[src/hdl/dbcc_pkg.sv]
`timescale 1ns / 1ps
// ----------------------------------------------------------------------------
// dbcc_pkg
// Shared widths, constants, command codes and status types for the
// delay-based gain update block.
// ----------------------------------------------------------------------------
package dbcc_pkg;

	localparam int COUNT_BITS = 16;
	localparam int DLY_W      = 22;
	localparam int SUM_W      = DLY_W + COUNT_BITS;
	// widest dividend: delay sum, or a 22-bit delay times an 11-bit gain
	localparam int DIV_W      = (SUM_W > 33) ? SUM_W : 33;
	localparam int DIV_CNT_W  = $clog2(DIV_W + 1);

	localparam int ALPHA_W    = 11;
	localparam int BETA_W     = 6;
	localparam int GEN_W      = 4;
	localparam int RTT_W      = 32;
	localparam int IN_TDATA_W = 3 * RTT_W;
	localparam int OUT_TDATA_W = 8 * ((ALPHA_W + BETA_W + 7) / 8);

	localparam logic [ALPHA_W-1:0] ALPHA_TOP = 11'd1280;
	localparam logic [ALPHA_W-1:0] ALPHA_ONE = 11'd128;
	localparam logic [ALPHA_W-1:0] ALPHA_HALF_SPAN = 11'd621; // (ALPHA_TOP - 38) / 2
	localparam logic [ALPHA_W-1:0] ALPHA_LOW = 11'd38;
	localparam logic [BETA_W-1:0]  BETA_TOP  = 6'd32;
	localparam logic [BETA_W-1:0]  BETA_LOW  = 6'd8;
	localparam logic [DLY_W-1:0]   DELAY_CAP = 22'd3355443;
	localparam logic [RTT_W-1:0]   MIN_RESET = 32'h7fff_ffff;
	localparam logic [GEN_W-1:0]   GEN_RESET = 4'd5;

	// reciprocal constants: floor(n / d) = (n * ceil(2^k / d)) >> k over the used range
	localparam int          RECIP_SH   = 29;
	localparam int          RECIP19_SH = 36;
	localparam logic [22:0] RECIP_100  = 23'd5368710;     // ceil(2^29 / 100), n < 2^22
	localparam logic [25:0] RECIP_10   = 26'd53687092;    // ceil(2^29 / 10), n < 2^25
	localparam logic [31:0] RECIP_19   = 32'd3616814566;  // ceil(2^36 / 19), n < 2^31

	localparam logic [1:0] REQ_SAMPLE = 2'd0;
	localparam logic [1:0] REQ_EPOCH  = 2'd1;
	localparam logic [1:0] REQ_LOSS   = 2'd2;

	typedef logic [4:0] op_t;

	localparam op_t OP_NONE      = 5'd0;
	localparam op_t OP_CAPTURE   = 5'd1;
	localparam op_t OP_SAMPLE    = 5'd2;
	localparam op_t OP_LOSS      = 5'd3;
	localparam op_t OP_SLOW      = 5'd4;
	localparam op_t OP_CLEAR     = 5'd5;
	localparam op_t OP_DIV_AVG   = 5'd6;
	localparam op_t OP_RECIP_T   = 5'd8;
	localparam op_t OP_DIV_QA    = 5'd9;
	localparam op_t OP_DIV_QB    = 5'd12;
	localparam op_t OP_SET_DA    = 5'd13;
	localparam op_t OP_SET_D1    = 5'd14;
	localparam op_t OP_ALOW      = 5'd15;
	localparam op_t OP_SUBA      = 5'd16;
	localparam op_t OP_MUL1      = 5'd17;
	localparam op_t OP_SET_T     = 5'd18;
	localparam op_t OP_MUL2      = 5'd19;
	localparam op_t OP_SET_QA    = 5'd20;
	localparam op_t OP_SET_D2    = 5'd21;
	localparam op_t OP_SET_D3    = 5'd22;
	localparam op_t OP_SET_QB    = 5'd23;
	localparam op_t OP_BETA_LOW  = 5'd24;
	localparam op_t OP_BETA_TOP  = 5'd25;
	localparam op_t OP_LOAD_OUT  = 5'd26;

	typedef struct packed {
		logic [1:0] req;
		logic       win_lt;
		logic       cnt_zero;
		logic       da_le_d1;
		logic       da_le_d2;
		logic       beta_top;
		logic       div_done;
	} status_t;

endpackage

[src/hdl/dbcc_div.sv]
`timescale 1ns / 1ps
// ----------------------------------------------------------------------------
// dbcc_div
// Restoring divider, one quotient bit per cycle, done pulse at the end.
// ----------------------------------------------------------------------------
module dbcc_div import dbcc_pkg::*; (
	input  logic             clk,
	input  logic             arst_n,
	input  logic             start,
	input  logic [DIV_W-1:0] num,
	input  logic [DIV_W-1:0] den,
	output logic [DIV_W-1:0] quo,
	output logic             done
);

	logic [DIV_W:0]         rem_q;
	logic [DIV_W-1:0]       quo_q;
	logic [DIV_W-1:0]       den_q;
	logic [DIV_CNT_W-1:0]   cnt_q;
	logic                   busy_q;
	logic                   done_q;
	logic [DIV_W:0]         rem_sh;
	logic [DIV_W:0]         diff;

	always_comb begin
		rem_sh = {rem_q[DIV_W-1:0], quo_q[DIV_W-1]};
		diff   = rem_sh - {1'b0, den_q};
	end

	always_ff @(posedge clk or negedge arst_n) begin
		if (!arst_n) begin
			busy_q <= 1'b0;
			done_q <= 1'b0;
			cnt_q  <= '0;
		end else begin
			done_q <= 1'b0;
			if (start) begin
				busy_q <= 1'b1;
				cnt_q  <= DIV_CNT_W'(DIV_W);
			end else if (busy_q) begin
				cnt_q <= cnt_q - 1'b1;
				if (cnt_q == DIV_CNT_W'(1)) begin
					busy_q <= 1'b0;
					done_q <= 1'b1;
				end
			end
		end
	end

	always_ff @(posedge clk) begin
		if (start) begin
			rem_q <= '0;
			quo_q <= num;
			den_q <= den;
		end else if (busy_q) begin
			if (!diff[DIV_W]) begin
				rem_q <= diff;
				quo_q <= {quo_q[DIV_W-2:0], 1'b1};
			end else begin
				rem_q <= rem_sh;
				quo_q <= {quo_q[DIV_W-2:0], 1'b0};
			end
		end
	end

	assign quo  = quo_q;
	assign done = done_q;

endmodule

[src/hdl/dbcc_dp.sv]
`timescale 1ns / 1ps
// ----------------------------------------------------------------------------
// dbcc_dp
// Datapath: delay statistics, gain registers, work registers and divider.
// ----------------------------------------------------------------------------
module dbcc_dp import dbcc_pkg::*; (
	input  logic                  clk,
	input  logic                  arst_n,
	input  op_t                   op,
	output status_t               st,
	input  logic [IN_TDATA_W-1:0] in_tdata,
	input  logic [1:0]            in_tuser,
	input  logic                  cfg_valid,
	input  logic [GEN_W-1:0]      cfg_data,
	output logic [ALPHA_W-1:0]    out_alpha,
	output logic [BETA_W-1:0]     out_beta
);

	logic [GEN_W-1:0]      gen_q;
	logic [RTT_W-1:0]      mn_q;
	logic [DLY_W-1:0]      mx_q;
	logic [COUNT_BITS-1:0] cnt_q;
	logic [SUM_W-1:0]      sum_q;
	logic [GEN_W-1:0]      lec_q;
	logic                  wa_q;
	logic [ALPHA_W-1:0]    alpha_q;
	logic [BETA_W-1:0]     beta_q;
	logic [ALPHA_W-1:0]    oalpha_q;
	logic [BETA_W-1:0]     obeta_q;

	logic [1:0]            req_q;
	logic [RTT_W-1:0]      rtt_q;
	logic                  lt_q;
	logic [DLY_W-1:0]      dm_q, da_q, d1_q, d2_q, d3_q, dmp_q, dap_q;
	logic [DIV_W-1:0]      tmp_q, den_q;

	logic                  div_start;
	logic [DIV_W-1:0]      div_num, div_den, quo;
	logic                  div_done;
	logic [DLY_W-1:0]      s_clamp, dm_n, da_n;
	logic [GEN_W-1:0]      lec_n;
	logic [50:0]           p_d1, p_d2, p_d3;
	logic [62:0]           p_t;

	dbcc_div u_div (
		.clk   (clk),
		.arst_n(arst_n),
		.start (div_start),
		.num   (div_num),
		.den   (div_den),
		.quo   (quo),
		.done  (div_done)
	);

	always_comb begin
		div_start = 1'b1;
		div_num   = '0;
		div_den   = DIV_W'(1);
		unique case (op)
			OP_DIV_AVG: begin
				div_num = DIV_W'(sum_q);
				div_den = DIV_W'(cnt_q);
			end
			OP_DIV_QA: begin
				div_num = tmp_q;
				div_den = den_q;
			end
			OP_DIV_QB: begin
				div_num = (DIV_W'(d3_q) << 3) + DIV_W'(da_q) * DIV_W'(24)
					- (DIV_W'(d2_q) << 5);
				div_den = DIV_W'(d3_q - d2_q);
			end
			default: div_start = 1'b0;
		endcase
	end

	always_comb begin
		s_clamp = (rtt_q > RTT_W'(DELAY_CAP)) ? DELAY_CAP : rtt_q[DLY_W-1:0];
		dm_n    = ({{(RTT_W-DLY_W){1'b0}}, mx_q} > mn_q) ? (mx_q - mn_q[DLY_W-1:0]) : '0;
		da_n    = (quo > DIV_W'(mn_q)) ? DLY_W'(quo - DIV_W'(mn_q)) : '0;
		lec_n   = lec_q + 1'b1;
		// constant divisions by reciprocal multiply
		p_d1    = 51'(dm_q) * 51'(RECIP_100);
		p_d2    = 51'(dm_q) * 51'(RECIP_10);
		p_d3    = 51'({dm_q, 3'b000}) * 51'(RECIP_10);
		p_t     = 63'(tmp_q[30:0]) * 63'(RECIP_19);
	end

	always_ff @(posedge clk or negedge arst_n) begin
		if (!arst_n) begin
			gen_q    <= GEN_RESET;
			mn_q     <= MIN_RESET;
			mx_q     <= '0;
			cnt_q    <= '0;
			sum_q    <= '0;
			lec_q    <= '0;
			wa_q     <= 1'b0;
			alpha_q  <= ALPHA_TOP;
			beta_q   <= BETA_TOP;
			oalpha_q <= ALPHA_TOP;
			obeta_q  <= BETA_TOP;
		end else begin
			if (cfg_valid)
				gen_q <= cfg_data;
			unique case (op)
				OP_SAMPLE: begin
					if ({{(RTT_W-DLY_W){1'b0}}, s_clamp} < mn_q)
						mn_q <= RTT_W'(s_clamp);
					if (s_clamp > mx_q)
						mx_q <= s_clamp;
					if (cnt_q != '1) begin
						cnt_q <= cnt_q + 1'b1;
						sum_q <= sum_q + SUM_W'(s_clamp);
					end
				end
				OP_LOSS: begin
					alpha_q <= ALPHA_ONE;
					beta_q  <= BETA_TOP;
					lec_q   <= '0;
					wa_q    <= 1'b0;
					cnt_q   <= '0;
					sum_q   <= '0;
				end
				OP_SLOW: begin
					alpha_q <= ALPHA_ONE;
					beta_q  <= BETA_TOP;
					cnt_q   <= '0;
					sum_q   <= '0;
				end
				OP_CLEAR: begin
					cnt_q <= '0;
					sum_q <= '0;
				end
				OP_ALOW: begin
					if (!wa_q) begin
						alpha_q <= ALPHA_TOP;
					end else if (lec_n < gen_q) begin
						lec_q <= lec_n;
					end else begin
						lec_q   <= '0;
						wa_q    <= 1'b0;
						alpha_q <= ALPHA_TOP;
					end
				end
				OP_SUBA: wa_q <= 1'b1;
				OP_SET_QA:
					alpha_q <= (quo > DIV_W'(ALPHA_TOP)) ? ALPHA_TOP : quo[ALPHA_W-1:0];
				OP_SET_QB:
					beta_q <= (quo > DIV_W'(BETA_TOP)) ? BETA_TOP : quo[BETA_W-1:0];
				OP_BETA_LOW: beta_q <= BETA_LOW;
				OP_BETA_TOP: beta_q <= BETA_TOP;
				OP_LOAD_OUT: begin
					oalpha_q <= alpha_q;
					obeta_q  <= beta_q;
				end
				default: ;
			endcase
		end
	end

	// work registers, no reset
	always_ff @(posedge clk) begin
		unique case (op)
			OP_CAPTURE: begin
				req_q <= in_tuser;
				rtt_q <= in_tdata[RTT_W-1:0];
				lt_q  <= in_tdata[2*RTT_W-1:RTT_W] < in_tdata[3*RTT_W-1:2*RTT_W];
			end
			OP_SET_DA: begin
				dm_q <= dm_n;
				da_q <= da_n;
			end
			OP_SET_D1: d1_q <= p_d1[RECIP_SH +: DLY_W];
			OP_SUBA: begin
				dmp_q <= dm_q - d1_q;
				dap_q <= da_q - d1_q;
			end
			// da * 1242 / 38 taken as da * 621 / 19
			OP_MUL1: tmp_q <= DIV_W'(dap_q) * DIV_W'(ALPHA_HALF_SPAN);
			OP_RECIP_T: den_q <= DIV_W'(p_t[62:RECIP19_SH]);
			OP_SET_T: den_q <= den_q + DIV_W'(dmp_q);
			OP_MUL2: tmp_q <= DIV_W'(dmp_q) * DIV_W'(ALPHA_TOP);
			OP_SET_D2: d2_q <= p_d2[RECIP_SH +: DLY_W];
			OP_SET_D3: d3_q <= p_d3[RECIP_SH +: DLY_W];
			default: ;
		endcase
	end

	always_comb begin
		st.req      = req_q;
		st.win_lt   = lt_q;
		st.cnt_zero = (cnt_q == '0);
		st.da_le_d1 = (da_q <= d1_q);
		st.da_le_d2 = (da_q <= d2_q);
		st.beta_top = (da_q >= d3_q) || (d3_q <= d2_q);
		st.div_done = div_done;
	end

	assign out_alpha = oalpha_q;
	assign out_beta  = obeta_q;

endmodule

[src/hdl/dbcc_ctrl.sv]
`timescale 1ns / 1ps
// ----------------------------------------------------------------------------
// dbcc_ctrl
// Sequencer: steps the datapath through each request and owns the handshakes.
// ----------------------------------------------------------------------------
module dbcc_ctrl import dbcc_pkg::*; (
	input  logic    clk,
	input  logic    arst_n,
	input  logic    s_tvalid,
	output logic    s_tready,
	output logic    m_tvalid,
	input  logic    m_tready,
	input  status_t st,
	output op_t     op
);

	localparam logic [4:0] S_IDLE = 5'd0;
	localparam logic [4:0] S_DISP = 5'd1;
	localparam logic [4:0] S_DIVW = 5'd2;
	localparam logic [4:0] S_SDA  = 5'd3;
	localparam logic [4:0] S_SD1  = 5'd5;
	localparam logic [4:0] S_ABR  = 5'd6;
	localparam logic [4:0] S_ALOW = 5'd7;
	localparam logic [4:0] S_SUBA = 5'd8;
	localparam logic [4:0] S_MUL1 = 5'd9;
	localparam logic [4:0] S_DT   = 5'd10;
	localparam logic [4:0] S_ST   = 5'd11;
	localparam logic [4:0] S_MUL2 = 5'd12;
	localparam logic [4:0] S_DQA  = 5'd13;
	localparam logic [4:0] S_SQA  = 5'd14;
	localparam logic [4:0] S_D2   = 5'd15;
	localparam logic [4:0] S_BBR  = 5'd17;
	localparam logic [4:0] S_D3   = 5'd18;
	localparam logic [4:0] S_BBR2 = 5'd20;
	localparam logic [4:0] S_SQB  = 5'd21;
	localparam logic [4:0] S_CLR  = 5'd22;
	localparam logic [4:0] S_FIN  = 5'd23;

	logic [4:0] state_q, state_n, ret_q, ret_n;
	logic       ovalid_q;
	logic       out_free;

	assign out_free = !ovalid_q || m_tready;

	always_comb begin
		state_n = state_q;
		ret_n   = ret_q;
		op      = OP_NONE;
		unique case (state_q)
			S_IDLE: if (s_tvalid) begin
				op      = OP_CAPTURE;
				state_n = S_DISP;
			end
			S_DISP: begin
				state_n = S_FIN;
				priority if (st.req == REQ_SAMPLE) begin
					op = OP_SAMPLE;
				end else if (st.req == REQ_LOSS) begin
					op = OP_LOSS;
				end else if (st.req == REQ_EPOCH) begin
					priority if (st.win_lt) begin
						op = OP_SLOW;
					end else if (st.cnt_zero) begin
						op = OP_CLEAR;
					end else begin
						op      = OP_DIV_AVG;
						ret_n   = S_SDA;
						state_n = S_DIVW;
					end
				end else begin
					op = OP_NONE;
				end
			end
			S_DIVW: if (st.div_done) state_n = ret_q;
			S_SDA: begin
				op      = OP_SET_DA;
				state_n = S_SD1;
			end
			S_SD1: begin
				op      = OP_SET_D1;
				state_n = S_ABR;
			end
			S_ABR: state_n = st.da_le_d1 ? S_ALOW : S_SUBA;
			S_ALOW: begin
				op      = OP_ALOW;
				state_n = S_D2;
			end
			S_SUBA: begin
				op      = OP_SUBA;
				state_n = S_MUL1;
			end
			S_MUL1: begin
				op      = OP_MUL1;
				state_n = S_DT;
			end
			S_DT: begin
				op      = OP_RECIP_T;
				state_n = S_ST;
			end
			S_ST: begin
				op      = OP_SET_T;
				state_n = S_MUL2;
			end
			S_MUL2: begin
				op      = OP_MUL2;
				state_n = S_DQA;
			end
			S_DQA: begin
				op      = OP_DIV_QA;
				ret_n   = S_SQA;
				state_n = S_DIVW;
			end
			S_SQA: begin
				op      = OP_SET_QA;
				state_n = S_D2;
			end
			S_D2: begin
				op      = OP_SET_D2;
				state_n = S_BBR;
			end
			S_BBR: if (st.da_le_d2) begin
				op      = OP_BETA_LOW;
				state_n = S_CLR;
			end else begin
				state_n = S_D3;
			end
			S_D3: begin
				op      = OP_SET_D3;
				state_n = S_BBR2;
			end
			S_BBR2: if (st.beta_top) begin
				op      = OP_BETA_TOP;
				state_n = S_CLR;
			end else begin
				op      = OP_DIV_QB;
				ret_n   = S_SQB;
				state_n = S_DIVW;
			end
			S_SQB: begin
				op      = OP_SET_QB;
				state_n = S_CLR;
			end
			S_CLR: begin
				op      = OP_CLEAR;
				state_n = S_FIN;
			end
			S_FIN: if (out_free) begin
				op      = OP_LOAD_OUT;
				state_n = S_IDLE;
			end
			default: state_n = S_IDLE;
		endcase
	end

	always_ff @(posedge clk or negedge arst_n) begin
		if (!arst_n) begin
			state_q  <= S_IDLE;
			ret_q    <= S_IDLE;
			ovalid_q <= 1'b0;
		end else begin
			state_q <= state_n;
			ret_q   <= ret_n;
			// hold the result until taken; a new one may replace it in the same cycle
			if (op == OP_LOAD_OUT)
				ovalid_q <= 1'b1;
			else if (m_tready)
				ovalid_q <= 1'b0;
		end
	end

	assign s_tready = (state_q == S_IDLE);
	assign m_tvalid = ovalid_q;

endmodule

[src/hdl/delay_based_cc_gain_update_top.sv]
`timescale 1ns / 1ps
// ----------------------------------------------------------------------------
// delay_based_cc_gain_update_top
// Delay-based additive/multiplicative gain update with one result per request.
// ----------------------------------------------------------------------------
// Requests are taken one at a time; each gives one result transaction with the
// current alpha (Q7) and beta (Q6). RTT samples, loss resets, slow-start and
// empty epoch updates, and unused kinds pass from capture through the dispatch
// state to the final state, which loads the result; the next request is taken
// once back in idle. An epoch update with samples runs a shared restoring
// divider (one quotient bit per cycle, DIV_W = 38 bits) for the average and,
// in the worst case, the alpha and beta quotients; the divisions by 10, 100
// and 38 are reciprocal multiplies. The worst case is set by the three divider
// passes. The result waits in an output register while the next request is
// accepted; a request only finishes once the previous result has been taken.
module delay_based_cc_gain_update_top import dbcc_pkg::*; (
	input  logic                   clk,
	input  logic                   arst_n,
	input  logic                   s_axis_tvalid,
	output logic                   s_axis_tready,
	input  logic [IN_TDATA_W-1:0]  s_axis_tdata,  // rtt_sample, window_now, slow_start_limit
	input  logic [1:0]             s_axis_tuser,  // req_type
	output logic                   m_axis_tvalid,
	input  logic                   m_axis_tready,
	output logic [OUT_TDATA_W-1:0] m_axis_tdata,  // gain_increase, gain_decrease, zero pad
	input  logic                   cfg_valid,
	output logic                   cfg_ready,
	input  logic [GEN_W-1:0]       cfg_data       // good_epochs_needed
);

	op_t                op;
	status_t            st;
	logic [ALPHA_W-1:0] alpha;
	logic [BETA_W-1:0]  beta;

	dbcc_ctrl u_ctrl (
		.clk     (clk),
		.arst_n  (arst_n),
		.s_tvalid(s_axis_tvalid),
		.s_tready(s_axis_tready),
		.m_tvalid(m_axis_tvalid),
		.m_tready(m_axis_tready),
		.st      (st),
		.op      (op)
	);

	dbcc_dp u_dp (
		.clk      (clk),
		.arst_n   (arst_n),
		.op       (op),
		.st       (st),
		.in_tdata (s_axis_tdata),
		.in_tuser (s_axis_tuser),
		.cfg_valid(cfg_valid),
		.cfg_data (cfg_data),
		.out_alpha(alpha),
		.out_beta (beta)
	);

	assign cfg_ready    = 1'b1;
	assign m_axis_tdata = {{(OUT_TDATA_W-ALPHA_W-BETA_W){1'b0}}, beta, alpha};

endmodule

[config.mk]
export PLATFORM = sky130hd
export DESIGN_NAME = delay_based_cc_gain_update_top
export DESIGN_NICKNAME = d
export VERILOG_FILES = /design/src/hdl/dbcc_pkg.sv /design/src/hdl/dbcc_div.sv /design/src/hdl/dbcc_dp.sv /design/src/hdl/dbcc_ctrl.sv /design/src/hdl/delay_based_cc_gain_update_top.sv
export SDC_FILE = /design/constraint.sdc
export NUM_CORES = 2
export LEC_CHECK = 0
export ABC_CLOCK_PERIOD_IN_PS = 16400
export BUFFER_PORTS_ARGS = -buffer_cell sky130_fd_sc_hd__buf_4
export CAP_MARGIN = 40
export CORE_ASPECT_RATIO = 0.7
export CORE_MARGIN = 3
export CORE_UTILIZATION = 26
export DETAILED_ROUTE_END_ITERATION = 10
export PLACE_DENSITY = 0.44
export SLEW_MARGIN = 10
export SYNTH_ARGS = -nofsm -noshare
export SYNTH_HDL_FRONTEND = slang
export SYNTH_SLANG_ARGS = --single-unit
[constraint.sdc]
create_clock -name clk -period 16.4 [get_ports clk]
set_clock_uncertainty 0.05 [all_clocks]
set_input_delay 0 -clock clk [delete_from_list [all_inputs] [get_ports clk]]
set_output_delay 0 -clock clk [all_outputs]
set_load 0.02 [all_outputs]
* Word level (Yosys, flattened, before mapping) *
Index checks and enable logic that the tools add are counted.

storage, ports and cells
  register bits after elaboration = 539
  word-level logic and storage cells = 217
  output and inout port bits = 27

operators by class
  equality and inequality tests = 59
  multiply operators = 7
  $add $sub $neg = 13
  reduce and logical (&&, ||, !) cells = 28
  magnitude comparators = 13
  muxes and demuxes = 65

operators by type and width
  operator                  number
  $pmux W38 S2              3
  $pmux W38 S3              2
  $mux W38                  4
  $mux W5                   22
  $pmux W5 S20              1
  $pmux W5 S19              1
  $mul A22 B24 Y46 const B  2
  $eq A5 B5 Y1 const B      17
  $add A38 B22 Y38          2
  $eq A5 B4 Y1 const B      14
  $mul A31 B31 Y62 const B  1
  $le A22 B19 Y1            2
  $mul A22 B22 Y44 const B  1
  $sub A22 B16 Y22          2
  $sub A22 B22 Y22          2
  $sub A39 B38 Y39          1
  $gt A38 B11 Y1 const B    1
  $gt A38 B31 Y1            1
  $gt A38 B6 Y1 const B     1
  $sub A38 B24 Y38          1
  $mux W11                  3
  $pmux W11 S3              1
  $gt A32 B22 Y1 const B    1
  $lt A32 B32 Y1            1
  48 further kinds          98

* Logic depth before layout (Yosys ltp) *
  depth in word-level cells = 11
  mapped depth = 32
  gate-level depth less buffers = 32

* By module *
Synthesis repeated with hierarchy kept, for this count alone.

unflattened totals
  cell total of the unflattened synthesis = 7081
  area total of the unflattened synthesis = 70512.6 µm²

modules (own cells, without submodules)
  module                          area an instance (µm²)  seq. area each (µm²)  times used  cells each
  dbcc_dp                         62180.9                 11129.4               1           6228
  dbcc_div                        7098.1                  3243.1                1           688
  dbcc_ctrl                       1166.1                  275.3                 1           155
  delay_based_cc_gain_update_top  67.6                    0.0                   1           10

* Worst setup path before layout *
No wires, ideal clock.

  kind = reg-to-reg
  start point = reg u_dp.tmp_q[6]
  end point = reg u_dp.den_q[26] (data pin)
  slack = 8.877 ns
  setup time = 0.256 ns
  stages on the path, launching flop included = 26
  arrival time = 7.217 ns
  data required time = 16.094 ns
  clock period less this slack = 7.523 ns
  cells stage by stage = edfxtp_1 > fa_1 > fa_1 > inv_1 > fa_1 > inv_1 > fa_1 > fa_1 > fa_1 > fa_1 > inv_1 > fa_1 > inv_1 > ha_1 > a211oi_1 > o21ai_0 > a41oi_1 > o21ai_0 > a221oi_1 > nand3_1 > and2_1 > a31oi_2 > o221a_2 > nand3_1 > o21a_1 > a31o_2

on the way
  cells in the longest elaborated chain, start to end = 2

RTL lines
  what                    RTL line        text
  start, declared         dbcc_dp.sv:35   logic [DIV_W-1:0] tmp_q, den_q;
  start signal, assigned  dbcc_dp.sv:179  OP_MUL1: tmp_q <= DIV_W'(dap_q) * DIV_W'(ALPHA_HALF_SPAN);
  start signal, assigned  dbcc_dp.sv:182  OP_MUL2: tmp_q <= DIV_W'(dmp_q) * DIV_W'(ALPHA_TOP);
  $mul A31 B31 Y62        dbcc_dp.sv:86   p_t = 63'(tmp_q[30:0]) * 63'(RECIP_19);
  $pmux W38 S2            dbcc_dp.sv:163  unique case (op)
  end signal, assigned    dbcc_dp.sv:180  OP_RECIP_T: den_q <= DIV_W'(p_t[62:RECIP19_SH]);
  end signal, assigned    dbcc_dp.sv:181  OP_SET_T: den_q <= den_q + DIV_W'(dmp_q);
  end, declared           dbcc_dp.sv:35

No other way between the ends.
A chain may end at the register's enable or synchronous reset.

* Final worst setup path *
  start point = reg u_dp.tmp_q[20]
  end point = reg u_dp.den_q[26] (data pin)

Same word-level chain as after synthesis.

==> reports/summary.txt <==
htree depth: 3
DR WL/cell: 22.6 um
Total Neg Setup Slack: 0 ns
total CTS buffers: 67
root buf cell: clkbuf_16
clk sinks: 526
most frequent cell after synthesis: ha_1
Post-Syn Area: 69500 sq um
Worst path top cell family by delay: adder cells
drt pass-1 iters: 6
CTS tree: built
PortBufs: 125
Data arrival, critical path: 9.08 ns
largest net degree at the start of global routing: 76
Main synth FF type: edfxtp_1
Setup crit end kind: flip-flop
via count: 52300
Buffers & Inverters on Critical Path: 4
Register Area: 14600 sq um
post-CTS resize count: 0
first-pass GRT wire length: 359000 um
Setup-failing EPs final: 0
largest area contributor in the netlist: ha_1
Filler cells: 27700
Worst slew margin: 0.332
antenna-violating nets left: 0
Die Wd: 624 um
layout cell share with drive strength beyond 1: 0.0651
row cnt: 158
Least-Margin Pin Slew: 0.992 ns
RSZ-0062 raised after global routing: false
detailed-route wire length: 246000 um
# IOs: 134
Longest Clk Path Bufs: 3
CP max stage cell: fa_1
GPL Wtd Cong: 0.922
Nets: 9352
Commonest cells post-synth: ha_1 (1269), inv_1 (1249), fa_1 (703), a21oi_1 (416), nor2_1 (384)
pre-CTS setup slack: 7.76 ns
die height: 439 um
yosys warns: 0
area delta synth->final: 12.7%
Starting Density: 0.262
FF+latch count, synth: 526
Hold Vio Cnt, Final: 0
die area: 274000 sq um
area of the core: 265000 sq um
Clock Pin Slew Worst Setup and Hold Paths: 0.06 ns
Async SR Flop Fraction: 0.306
residual DRC count: 0
fmax: 115 MHz
cells after synthesis: 7028
Final Cycle Share: 0.532
Clk Latency, worst-skew pair: 0.68 ns
DP HPWL: 211000 um
minimum clock period: 8.72 ns
antenna violations before repair: 17
Post-synth EDFFs: 327
Initial DRC Count: 4603
dominant cells by area after synthesis: ha_1 (23%), fa_1 (20%), edfxtp_1 (14%), inv_1 (6.7%), dfrtp_1 (4.7%)
sequential-to-total area share from yosys stat: 0.211
number of global-route vias before repair: 52200
crit-path max cell delay: 0.68 ns
GRT Residual Overflow: 0
post-CTS setup buffer count: 0
post-synth cell types: 104
critical path fanouts, max: 8
outcome: completed
CP required: 16.77 ns
total track usage: 0.177
Setup crit start kind: flip-flop
PnR worst setup slack: 7.68 ns
top-area cell type share of the netlist area: 0.228
Max-cap violations: 0
Post-CTS Hold Buffers: 79
critical path class: reg2reg
Vias/cell: 4.82
area of the multi-input gates: 49800 sq um
Crit path top cell by count: fa_1
syn_area_per_cell: 9.89 sq um
Final Max Slew Viols: 0
Hold Path Class: in2reg
==> kinds of logic (layout without fill, tap and decap cells) <==
kind of cell / after synthesis / after routing / synth area share
adder cells (fa/ha/maj): 1972 / 1972 / 0.431
buffers and inverters: 1361 / 1654 / 0.0748
XOR/XNOR: 383 / 383 / 0.0484
other: 2 / 11 / 0.000108
flip-flops: 526 / 526 / 0.211
multiplexers: 102 / 102 / 0.0167
AND/OR/NAND/NOR: 1318 / 1318 / 0.0917
AO/OA/AOI/OAI: 1364 / 1364 / 0.126
==> worst paths after layout <==
path	cells past startpoint	slack, ns	startpoint	endpoint
min in group asynchronous	3	0.51	arst_n	u_dp.gen_q[2]
max	25	7.68	u_dp.tmp_q[20]	u_dp.den_q[26]
min reg2reg	2	0.44	u_ctrl.ret_q[4]	u_ctrl.ret_q[4]
max reg2reg	25	7.68	u_dp.tmp_q[20]	u_dp.den_q[26]
min	4	0.06	cfg_data[1]	u_dp.gen_q[1]
max in group asynchronous	5	14.45	arst_n	u_dp.mx_q[13]
==> cell type report <==
type                       instances  share of cell area
inverter                        1253              0.0601
antenna                            3           0.0000959
tap                             3520              0.0562
clock inverter                    40             0.00644
clock buffer                      83              0.0228
sequential                       526               0.187
multi-input combinational       5147               0.636
timing repair buffer             278              0.0310
==> stage by stage <==
stage / hold slack, ns / util / std cells / instance area (sq um)
after floorplan: -0.346 / - / 7034 / 69500
after global placement: 0.0769 / 0.282 / 10600 / 74900
after detailed placement: 0.0886 / 0.283 / 10600 / 75200
after CTS: 0.0421 / 0.295 / 10800 / 78300
after global routing: 0.0704 / 0.295 / 10800 / 78300
final: 0.0636 / 0.295 / 10900 / 78300
==> placed cells by master (no fill, tap or decap), drive strengths merged, types with 78 or more instances in the layout <==
| master | count |
|---|---|
| ha | 1269 |
| inv | 1255 |
| fa | 703 |
| a21oi | 419 |
| nor2 | 384 |
| edfxtp | 327 |
| o21ai | 304 |
| nand2 | 297 |
| xnor2 | 251 |
| buf | 200 |
| a21o | 195 |
| xor2 | 132 |
| dfrtp | 130 |
| nor3 | 123 |
| nand3 | 103 |
| clkbuf | 83 |
| dlygate4sd3 | 78 |
==> worst min-delay path, cell delays in order <==
cell and delay [ns]:
dlygate4sd3_1 0.54, buf_4 0.10, nand2_1 0.04, o21ai_0 0.06
==> state kept, by name, indices dropped and copies added, names as in the netlist, 19 cells and up <==
signal,cells
u_dp.da_q,22
u_dp.u_div.quo,38
u_dp.u_div.rem_q,38
u_dp.mx_q,22
u_dp.dap_q,22
u_dp.d3_q,22
u_dp.mn_q,23
u_dp.d2_q,19
u_dp.sum_q,38
u_dp.dm_q,22
u_dp.dmp_q,22
u_dp.tmp_q,33
u_dp.u_div.den_q,38
u_dp.rtt_q,32
u_dp.den_q,38
==> routing by layer <==
layer | share of wire | global-route usage | wire [um]
met1 | 0.54 | 0.289 | 131000
met2 | 0.39 | 0.242 | 95600
met3 | 0.063 | 0.0291 | 15600
met4 | 0.012 | 0.0217 | 2920
met5 | 0.000053 | 0 | 13
Power is left out: the tool's default activity adds up to more than one toggle a clock period on the data nets, which glitch-free logic cannot reach.
